File: config.mk
export PLATFORM = sky130hd
export DESIGN_NAME = ellipse_vertex_generator_top
export DESIGN_NICKNAME = d
export VERILOG_FILES = /design/src/rtl/evg_pkg.sv /design/src/rtl/evg_cordic.sv /design/src/rtl/ellipse_vertex_generator_top.sv
export SDC_FILE = /design/constraint.sdc
export NUM_CORES = 2
export LEC_CHECK = 0
export BUFFER_PORTS_ARGS = -buffer_cell sky130_fd_sc_hd__buf_2
export CELL_PAD_IN_SITES_DETAIL_PLACEMENT = 2
export CELL_PAD_IN_SITES_GLOBAL_PLACEMENT = 2
export CORE_MARGIN = 3
export CORE_UTILIZATION = 25
export DETAILED_ROUTE_END_ITERATION = 8
export GPL_TIMING_DRIVEN = 0
export PLACE_DENSITY_LB_ADDON = 0.15
export SLEW_MARGIN = 0
export SYNTH_ARGS = -nofsm -noshare
export SYNTH_HDL_FRONTEND = slang
export SYNTH_SLANG_ARGS = --single-unit
File: constraint.sdc
create_clock -name i_clk -period 11.5 [get_ports i_clk]
set_input_delay 2.3 -clock i_clk [delete_from_list [all_inputs] [get_ports i_clk]]
set_output_delay 2.3 -clock i_clk [all_outputs]
set_load 0.01 [all_outputs]
File: src/rtl/evg_pkg.sv
// Package for the ellipse vertex generator: sizes, constants, sequencer states,
// the CORDIC arctangent table and the output round/saturate function.
// No dependencies.
`timescale 1ns / 1ps
`default_nettype none

package evg_pkg;

    // Request and vertex field widths.
    localparam int RADIUS_W     = 16;
    localparam int SEG_W        = 7;
    localparam int INDEX_W      = 6;
    localparam int POS_W        = 17;

    // Core sizing.
    localparam int MAX_SEGMENTS = 64;
    localparam int CORDIC_STEPS = 16;
    localparam int PHASE_BITS   = 16;
    localparam int STEP_W       = 5;
    localparam int DCNT_W       = $clog2(PHASE_BITS);

    // Rotor is signed Q3.16, angle is an unsigned 2^32 turn fraction.
    localparam int ROT_W        = 20;
    localparam int ANG_W        = 30;
    localparam int Z_W          = 34;
    localparam int PROD_W       = POS_W + ROT_W;

    localparam logic signed [ROT_W-1:0] ROTOR_START = ROT_W'(39797);
    localparam int                      OUT_LIMIT   = 65535;

    // Sequencer states.
    typedef enum logic [5:0] {
        S_IDLE = 6'b000001,
        S_DIV  = 6'b000010,
        S_ROT  = 6'b000100,
        S_MULX = 6'b001000,
        S_MULY = 6'b010000,
        S_EMIT = 6'b100000
    } t_state;

    // Arctangent of 2^-k as a fraction of 2^32 per turn, rounded.
    function automatic logic [31:0] atan_turn(input logic [STEP_W-1:0] k);
        logic [31:0] v;
        case (k)
            5'd0:    v = 32'd536870912;
            5'd1:    v = 32'd316933406;
            5'd2:    v = 32'd167458908;
            5'd3:    v = 32'd85004756;
            5'd4:    v = 32'd42667331;
            5'd5:    v = 32'd21354465;
            5'd6:    v = 32'd10679838;
            5'd7:    v = 32'd5340245;
            5'd8:    v = 32'd2670163;
            5'd9:    v = 32'd1335087;
            5'd10:   v = 32'd667544;
            5'd11:   v = 32'd333772;
            5'd12:   v = 32'd166886;
            5'd13:   v = 32'd83443;
            5'd14:   v = 32'd41722;
            5'd15:   v = 32'd20861;
            5'd16:   v = 32'd10430;
            5'd17:   v = 32'd5215;
            5'd18:   v = 32'd2608;
            5'd19:   v = 32'd1304;
            5'd20:   v = 32'd652;
            5'd21:   v = 32'd326;
            5'd22:   v = 32'd163;
            5'd23:   v = 32'd81;
            default: v = 32'd0;
        endcase
        return v;
    endfunction

    // Q20.16 product rounded half up to a Q16.0 integer and clamped to +-OUT_LIMIT.
    function automatic logic [POS_W-1:0] round_sat(input logic signed [PROD_W-1:0] p);
        logic signed [PROD_W:0]    s;
        logic signed [PROD_W-16:0] v;
        logic [POS_W-1:0]          r;
        s = $signed({p[PROD_W-1], p}) + $signed((PROD_W+1)'(32768));
        v = s[PROD_W:16];
        if (v > $signed((PROD_W-15)'(OUT_LIMIT))) begin
            r = POS_W'(OUT_LIMIT);
        end else if (v < -$signed((PROD_W-15)'(OUT_LIMIT))) begin
            r = POS_W'(-OUT_LIMIT);
        end else begin
            r = v[POS_W-1:0];
        end
        return r;
    endfunction

endpackage

`default_nettype wire

File: src/rtl/evg_cordic.sv
// Iterative rotation-mode CORDIC: one micro-rotation per cycle on a shared
// add/shift datapath. Depends on evg_pkg.
`timescale 1ns / 1ps
`default_nettype none

module evg_cordic (
    input  wire                                     i_clk,
    input  wire                                     i_rst_n,
    input  wire                                     i_start,
    input  wire  [evg_pkg::ANG_W-1:0]               i_angle,
    output logic                                    o_done,
    output logic signed [evg_pkg::ROT_W-1:0]        o_cos,
    output logic signed [evg_pkg::ROT_W-1:0]        o_sin
);
    import evg_pkg::*;

    logic signed [ROT_W-1:0] r_x, n_x;
    logic signed [ROT_W-1:0] r_y, n_y;
    logic signed [Z_W-1:0]   r_z, n_z;
    logic [STEP_W-1:0]       r_k, n_k;
    logic                    r_busy, n_busy;
    logic                    r_done, n_done;

    logic signed [ROT_W-1:0] dx;
    logic signed [ROT_W-1:0] dy;
    logic signed [Z_W-1:0]   da;

    // One micro-rotation: floor shifts of the rotor and a table step of angle.
    always_comb begin
        dx     = r_y >>> r_k;
        dy     = r_x >>> r_k;
        da     = $signed({{(Z_W-32){1'b0}}, atan_turn(r_k)});
        n_x    = r_x;
        n_y    = r_y;
        n_z    = r_z;
        n_k    = r_k;
        n_busy = r_busy;
        n_done = 1'b0;
        if (i_start) begin
            n_x    = ROTOR_START;
            n_y    = '0;
            n_z    = $signed({{(Z_W-ANG_W){1'b0}}, i_angle});
            n_k    = '0;
            n_busy = 1'b1;
        end else if (r_busy) begin
            if (!r_z[Z_W-1]) begin
                n_x = r_x - dx;
                n_y = r_y + dy;
                n_z = r_z - da;
            end else begin
                n_x = r_x + dx;
                n_y = r_y - dy;
                n_z = r_z + da;
            end
            n_k = r_k + 1'b1;
            if (r_k == STEP_W'(CORDIC_STEPS - 1)) begin
                n_busy = 1'b0;
                n_done = 1'b1;
            end
        end
    end

    // Control state is reset; the datapath is not.
    always_ff @(posedge i_clk) begin
        if (!i_rst_n) begin
            r_busy <= 1'b0;
            r_done <= 1'b0;
        end else begin
            r_busy <= n_busy;
            r_done <= n_done;
        end
        r_x <= n_x;
        r_y <= n_y;
        r_z <= n_z;
        r_k <= n_k;
    end

    assign o_done = r_done;
    assign o_cos  = r_x;
    assign o_sin  = r_y;

endmodule

`default_nettype wire

File: src/rtl/ellipse_vertex_generator_top.sv
// Ellipse vertex generator top level: request intake, phase divider, quadrant
// fold, shared multiplier, output register. Depends on evg_pkg and evg_cordic.
// Each vertex runs through the phase divider, the CORDIC rotation and the
// multiply and emit states in turn; a request with a count of zero emits no
// vertex. One request at a time. Reset is synchronous, active low, and returns
// to idle.
`timescale 1ns / 1ps
`default_nettype none

module ellipse_vertex_generator_top (
    input  wire                                 i_clk,
    input  wire                                 i_rst_n,
    input  wire                                 i_valid,
    output logic                                o_ready,
    input  wire  [evg_pkg::RADIUS_W-1:0]        i_radius_x,
    input  wire  [evg_pkg::RADIUS_W-1:0]        i_radius_y,
    input  wire  [evg_pkg::SEG_W-1:0]           i_segment_count,
    output logic                                o_valid,
    input  wire                                 i_ready,
    output logic signed [evg_pkg::POS_W-1:0]    o_pos_x,
    output logic signed [evg_pkg::POS_W-1:0]    o_pos_y,
    output logic [evg_pkg::INDEX_W-1:0]         o_point_index,
    output logic                                o_last_point
);
    import evg_pkg::*;

    t_state                   r_state, n_state;
    logic [RADIUS_W-1:0]      r_rx, n_rx;
    logic [RADIUS_W-1:0]      r_ry, n_ry;
    logic [SEG_W-1:0]         r_n, n_n;
    logic [SEG_W-1:0]         r_i, n_i;
    logic [SEG_W-1:0]         r_rem, n_rem;
    logic [PHASE_BITS-1:0]    r_quo, n_quo;
    logic [DCNT_W-1:0]        r_dcnt, n_dcnt;
    logic signed [ROT_W-1:0]  r_cx, n_cx;
    logic signed [ROT_W-1:0]  r_sy, n_sy;
    logic signed [PROD_W-1:0] r_prod, n_prod;
    logic [POS_W-1:0]         r_px, n_px;

    logic                     r_ov, n_ov;
    logic [POS_W-1:0]         r_ox, n_ox;
    logic [POS_W-1:0]         r_oy, n_oy;
    logic [INDEX_W-1:0]       r_oi, n_oi;
    logic                     r_ol, n_ol;

    logic [SEG_W-1:0]         seg_sat;
    logic [SEG_W:0]           div_trial;
    logic                     div_bit;
    logic [PHASE_BITS-1:0]    quo_next;
    logic                     cor_start;
    logic [ANG_W-1:0]         cor_angle;
    logic                     cor_done;
    logic signed [ROT_W-1:0]  cor_cos;
    logic signed [ROT_W-1:0]  cor_sin;
    logic signed [RADIUS_W:0] mul_a;
    logic signed [ROT_W-1:0]  mul_b;
    logic signed [PROD_W-1:0] mul_p;
    logic                     out_free;

    // Counts above the maximum are clamped.
    assign seg_sat = (i_segment_count > SEG_W'(MAX_SEGMENTS)) ?
                     SEG_W'(MAX_SEGMENTS) : i_segment_count;

    // One restoring division step of (i << PHASE_BITS) / n.
    assign div_trial = {r_rem, 1'b0};
    assign div_bit   = (div_trial >= {1'b0, r_n});
    assign quo_next  = {r_quo[PHASE_BITS-2:0], div_bit};

    // The low quarter-turn of the phase feeds the rotator as a 2^32 fraction.
    assign cor_start = (r_state == S_DIV) && (r_dcnt == DCNT_W'(PHASE_BITS - 1));
    assign cor_angle = {quo_next[PHASE_BITS-3:0], {(32 - PHASE_BITS){1'b0}}};

    evg_cordic u_cordic (
        .i_clk   (i_clk),
        .i_rst_n (i_rst_n),
        .i_start (cor_start),
        .i_angle (cor_angle),
        .o_done  (cor_done),
        .o_cos   (cor_cos),
        .o_sin   (cor_sin)
    );

    // Shared multiplier: radius times folded cos or sin.
    always_comb begin
        if (r_state == S_MULX) begin
            mul_a = $signed({1'b0, r_rx});
            mul_b = r_cx;
        end else begin
            mul_a = $signed({1'b0, r_ry});
            mul_b = r_sy;
        end
        mul_p = mul_a * mul_b;
    end

    assign out_free = !r_ov || i_ready;

    // Sequencer.
    always_comb begin
        n_state = r_state;
        n_rx    = r_rx;
        n_ry    = r_ry;
        n_n     = r_n;
        n_i     = r_i;
        n_rem   = r_rem;
        n_quo   = r_quo;
        n_dcnt  = r_dcnt;
        n_cx    = r_cx;
        n_sy    = r_sy;
        n_prod  = r_prod;
        n_px    = r_px;
        n_ov    = r_ov && !i_ready;
        n_ox    = r_ox;
        n_oy    = r_oy;
        n_oi    = r_oi;
        n_ol    = r_ol;
        case (r_state)
            S_IDLE: begin
                if (i_valid) begin
                    n_rx   = i_radius_x;
                    n_ry   = i_radius_y;
                    n_n    = seg_sat;
                    n_i    = '0;
                    n_rem  = '0;
                    n_quo  = '0;
                    n_dcnt = '0;
                    if (seg_sat != '0) begin
                        n_state = S_DIV;
                    end
                end
            end
            S_DIV: begin
                n_quo  = quo_next;
                n_rem  = div_bit ? SEG_W'(div_trial - {1'b0, r_n}) : div_trial[SEG_W-1:0];
                n_dcnt = r_dcnt + 1'b1;
                if (cor_start) begin
                    n_state = S_ROT;
                end
            end
            S_ROT: begin
                // Fold the quadrant back onto the first-quadrant result.
                if (cor_done) begin
                    case (r_quo[PHASE_BITS-1 -: 2])
                        2'd0: begin
                            n_cx = cor_cos;
                            n_sy = cor_sin;
                        end
                        2'd1: begin
                            n_cx = -cor_sin;
                            n_sy = cor_cos;
                        end
                        2'd2: begin
                            n_cx = -cor_cos;
                            n_sy = -cor_sin;
                        end
                        default: begin
                            n_cx = cor_sin;
                            n_sy = -cor_cos;
                        end
                    endcase
                    n_state = S_MULX;
                end
            end
            S_MULX: begin
                n_prod  = mul_p;
                n_state = S_MULY;
            end
            S_MULY: begin
                n_px    = round_sat(r_prod);
                n_prod  = mul_p;
                n_state = S_EMIT;
            end
            S_EMIT: begin
                // Load the vertex once the output register is free.
                if (out_free) begin
                    n_ov = 1'b1;
                    n_ox = r_px;
                    n_oy = round_sat(r_prod);
                    n_oi = r_i[INDEX_W-1:0];
                    n_ol = (r_i + 1'b1 == r_n);
                    if (r_i + 1'b1 == r_n) begin
                        n_state = S_IDLE;
                    end else begin
                        n_i     = r_i + 1'b1;
                        n_rem   = r_i + 1'b1;
                        n_quo   = '0;
                        n_dcnt  = '0;
                        n_state = S_DIV;
                    end
                end
            end
            default: begin
                n_state = S_IDLE;
            end
        endcase
    end

    // Registers: control state is reset, payload is not.
    always_ff @(posedge i_clk) begin
        if (!i_rst_n) begin
            r_state <= S_IDLE;
            r_ov    <= 1'b0;
        end else begin
            r_state <= n_state;
            r_ov    <= n_ov;
        end
        r_rx   <= n_rx;
        r_ry   <= n_ry;
        r_n    <= n_n;
        r_i    <= n_i;
        r_rem  <= n_rem;
        r_quo  <= n_quo;
        r_dcnt <= n_dcnt;
        r_cx   <= n_cx;
        r_sy   <= n_sy;
        r_prod <= n_prod;
        r_px   <= n_px;
        r_ox   <= n_ox;
        r_oy   <= n_oy;
        r_oi   <= n_oi;
        r_ol   <= n_ol;
    end

    assign o_ready       = (r_state == S_IDLE);
    assign o_valid       = r_ov;
    assign o_pos_x       = $signed(r_ox);
    assign o_pos_y       = $signed(r_oy);
    assign o_point_index = r_oi;
    assign o_last_point  = r_ol;

endmodule

`default_nettype wire
==> results.txt <==
clock sink total -> 311
CP max FO -> 10
post-synthesis mux area share -> 8.40%
worst rel slew slack -> 2.39%
HP Start -> r_px[3]$_DFFE_PP_
initial antenna violation count -> 4
Worst-Skew Late Latency -> 630 ps
Initial Utilization -> 25.3%
Worst setup SP type -> flop
uppermost layer routed -> met4
detailed-route DRC error count -> 0
post-cts hold buffer count -> 0
Final Skew -> 43.9 ps
Netlist cell types -> 94
Die Span X -> 366 um
largest family of logic cells by synthesized area -> adder cells
Setup TNS -> 0 ps
Final ANT Viol Nets -> 0
CP Data Arrival Time -> 11,120 ps
largest net degree at the start of global routing -> 35
Post-Route WL -> 125,000 um
Setup violations, final -> 0
Synth Area in Adders -> 27.2%
min cycle time layout -> 10,780 ps
vias in the first global route -> 28.6k
sequential area share after synthesis -> 25.6%
CTS tree -> done
RSZ-0062 raised after global routing -> no
post-synthesis cell count -> 3,470
fin crit share -> 93.8%
area of the core -> 128,000 um^2
clk slew on worst S/H paths -> 60 ps
Die Ht -> 366 um
Worst R2R Start -> r_state[0]$_SDFFE_PN1P_
top cell type by total area after synthesis -> fa_1
Worst Tran Pin Value -> 1420 ps
detailed placement HPWL -> 103,000 um
Max Fclk -> 0.0927 GHz
Buffers on Ports -> 85
status -> finished, final reports clean
Synth Register Bits -> 311
Synth top cells by count -> inv_1, nor2_1, nand2_1
crit path kind -> flop to flop
vias -> 25.7k
first-pass GRT wire length -> 190,000 um
post-synth top area share -> 20.0%
post-synth net total -> 4,022
Layout area overhead -> 13.2%
H-tree depth -> 2
full die area -> 134,000 um^2
crit-path most repeated cell -> fa_1
Num CTS Buffers -> 45
Max clock buf depth -> 3
XOR/XNOR Fraction of Synth Area -> 6.38%
via/cell ratio -> 4.78
Synth Area per Inst -> 9.33 um^2
GP Congestion -> 0.876
Met2 Wirelength -> 63,400 um
Synth Cell Area -> 32,400 um^2
synth warn -> 0
Iteration-0 DRC Markers -> 1,153
slowest CP cell -> clkbuf_1
Hold WC Path Type -> flop to flop
wire per inst -> 23.3 um
Synth area leaders -> fa_1, edfxtp_1, ha_1
met3 wire length -> 3410 um
Std-Cell Rows -> 131
Slew Viols, Final -> 0
Fin. Hold Viols -> 0
fin nets -> 4,160
Total Routing Usage GR -> 18.5%
First-pass DRT Iterations -> 5
asr flop ratio synth -> 0%
M1 WL -> 56,300 um
CP peak stage delay -> 990 ps
Post-synth EDFFs -> 207
Setup Buffers After CTS -> 0
critical path capture point type -> flop
Resized Gates After CTS -> 0
simple-gate share of the synthesized area -> 14.9%
share of layout cells above drive strength 1 -> 9.00%
IO Count -> 86
grt total ovfl -> 0
count leader, synth -> inv_1
root buffer cell -> clkbuf_16
max-cap viol count -> 0
Synth Flop Type -> edfxtp_1
Worst Path Required -> 11,840 ps
Compound-Gate Fraction of Synth Area -> 10.3%
crit path launch -> r_state[0]$_SDFFE_PN1P_
## cells in the final DEF, fill, tap and decap left out, types with 98 or more instances in the layout
cell type	Yosys	routed
clkbuf_1	128	130
dfxtp_1	104	104
inv_1	429	429
o21ai_0	134	134
nand2_1	365	365
fa_1	323	323
a21oi_1	175	174
ha_1	186	186
edfxtp_1	207	207
xnor2_1	139	139
nor2_1	377	376
mux2i_1	108	106
buf_2	13	98
## final timing paths
check	slack, ps	cells after the start	endpoint
worst max-delay path	720	30	r_prod[35]$_DFFE_PP_
worst min register to register	420	0	o_pos_x[3]$_DFFE_PP_
worst min-delay path	420	0	o_pos_x[3]$_DFFE_PP_
worst max register to register	720	30	r_prod[35]$_DFFE_PP_
## flip-flops by register name (all words and copies together) (netlist names), 17 cells and up
| register | flops |
|---|---|
| u_cordic.r_z | 34 |
| u_cordic.da | 30 |
| r_prod | 22 |
| r_cx | 20 |
| r_sy | 20 |
| u_cordic.o_cos | 20 |
| u_cordic.o_sin | 20 |
| o_pos_x | 17 |
| o_pos_y | 17 |
| r_px | 17 |
## cell families after synthesis
| kind of cell | Yosys count |
|---|---|
| AND/OR/NAND/NOR | 1070 |
| buffers and inverters | 603 |
| AO/OA/AOI/OAI | 537 |
| adder cells (fa/ha/maj) | 509 |
| flip-flops | 311 |
| XOR/XNOR | 236 |
| multiplexers | 204 |
## layer usage
layer	vias to the layer above	global-route usage (%)
li1	11900	-
met1	13400	24.0
met2	317	33.6
met3	104	1.83
met4	0	3.35
met5	-	0
## stage by stage
stage | hold slack [ps] | util (%) | setup WS (ps) | instance area, um^2 | cells
4_1_cts | 421 | 28.6 | 445 | 36600 | 5371
3_3_place_gp | 405 | 27.3 | 571 | 35000 | 5284
2_1_floorplan | 400 | - | 3530 | 32400 | 3470
6_report | 419 | 28.6 | 717 | 36700 | 5373
5_1_grt | 428 | 28.6 | 31.3 | 36700 | 5372
3_5_place_dp | 406 | 27.4 | 474 | 35100 | 5289
## worst max-delay path, delay by kind of cell, from the launching register on
kind	cells	cell delay, ps
buffers and inverters	8	2750
AO/OA/AOI/OAI	9	2480
XOR/XNOR	1	190
flip-flops	1	310
adder cells (fa/ha/maj)	7	3250
AND/OR/NAND/NOR	4	720
multiplexers	1	800
## layout make-up
type                       instances  area, um^2
clock buffer                      50        1190
timing repair buffer              91         526
sequential                       311        8300
tap                             1729        2160
antenna                            1        2.50
buffer                           171         729
multi-input combinational       2556       21800
clock inverter                    32         363
fill                           14400       91400
inverter                         432        1620
Power is not shown: default switching activity piles up to over one toggle a cycle in this logic, so the estimate is an artifact.
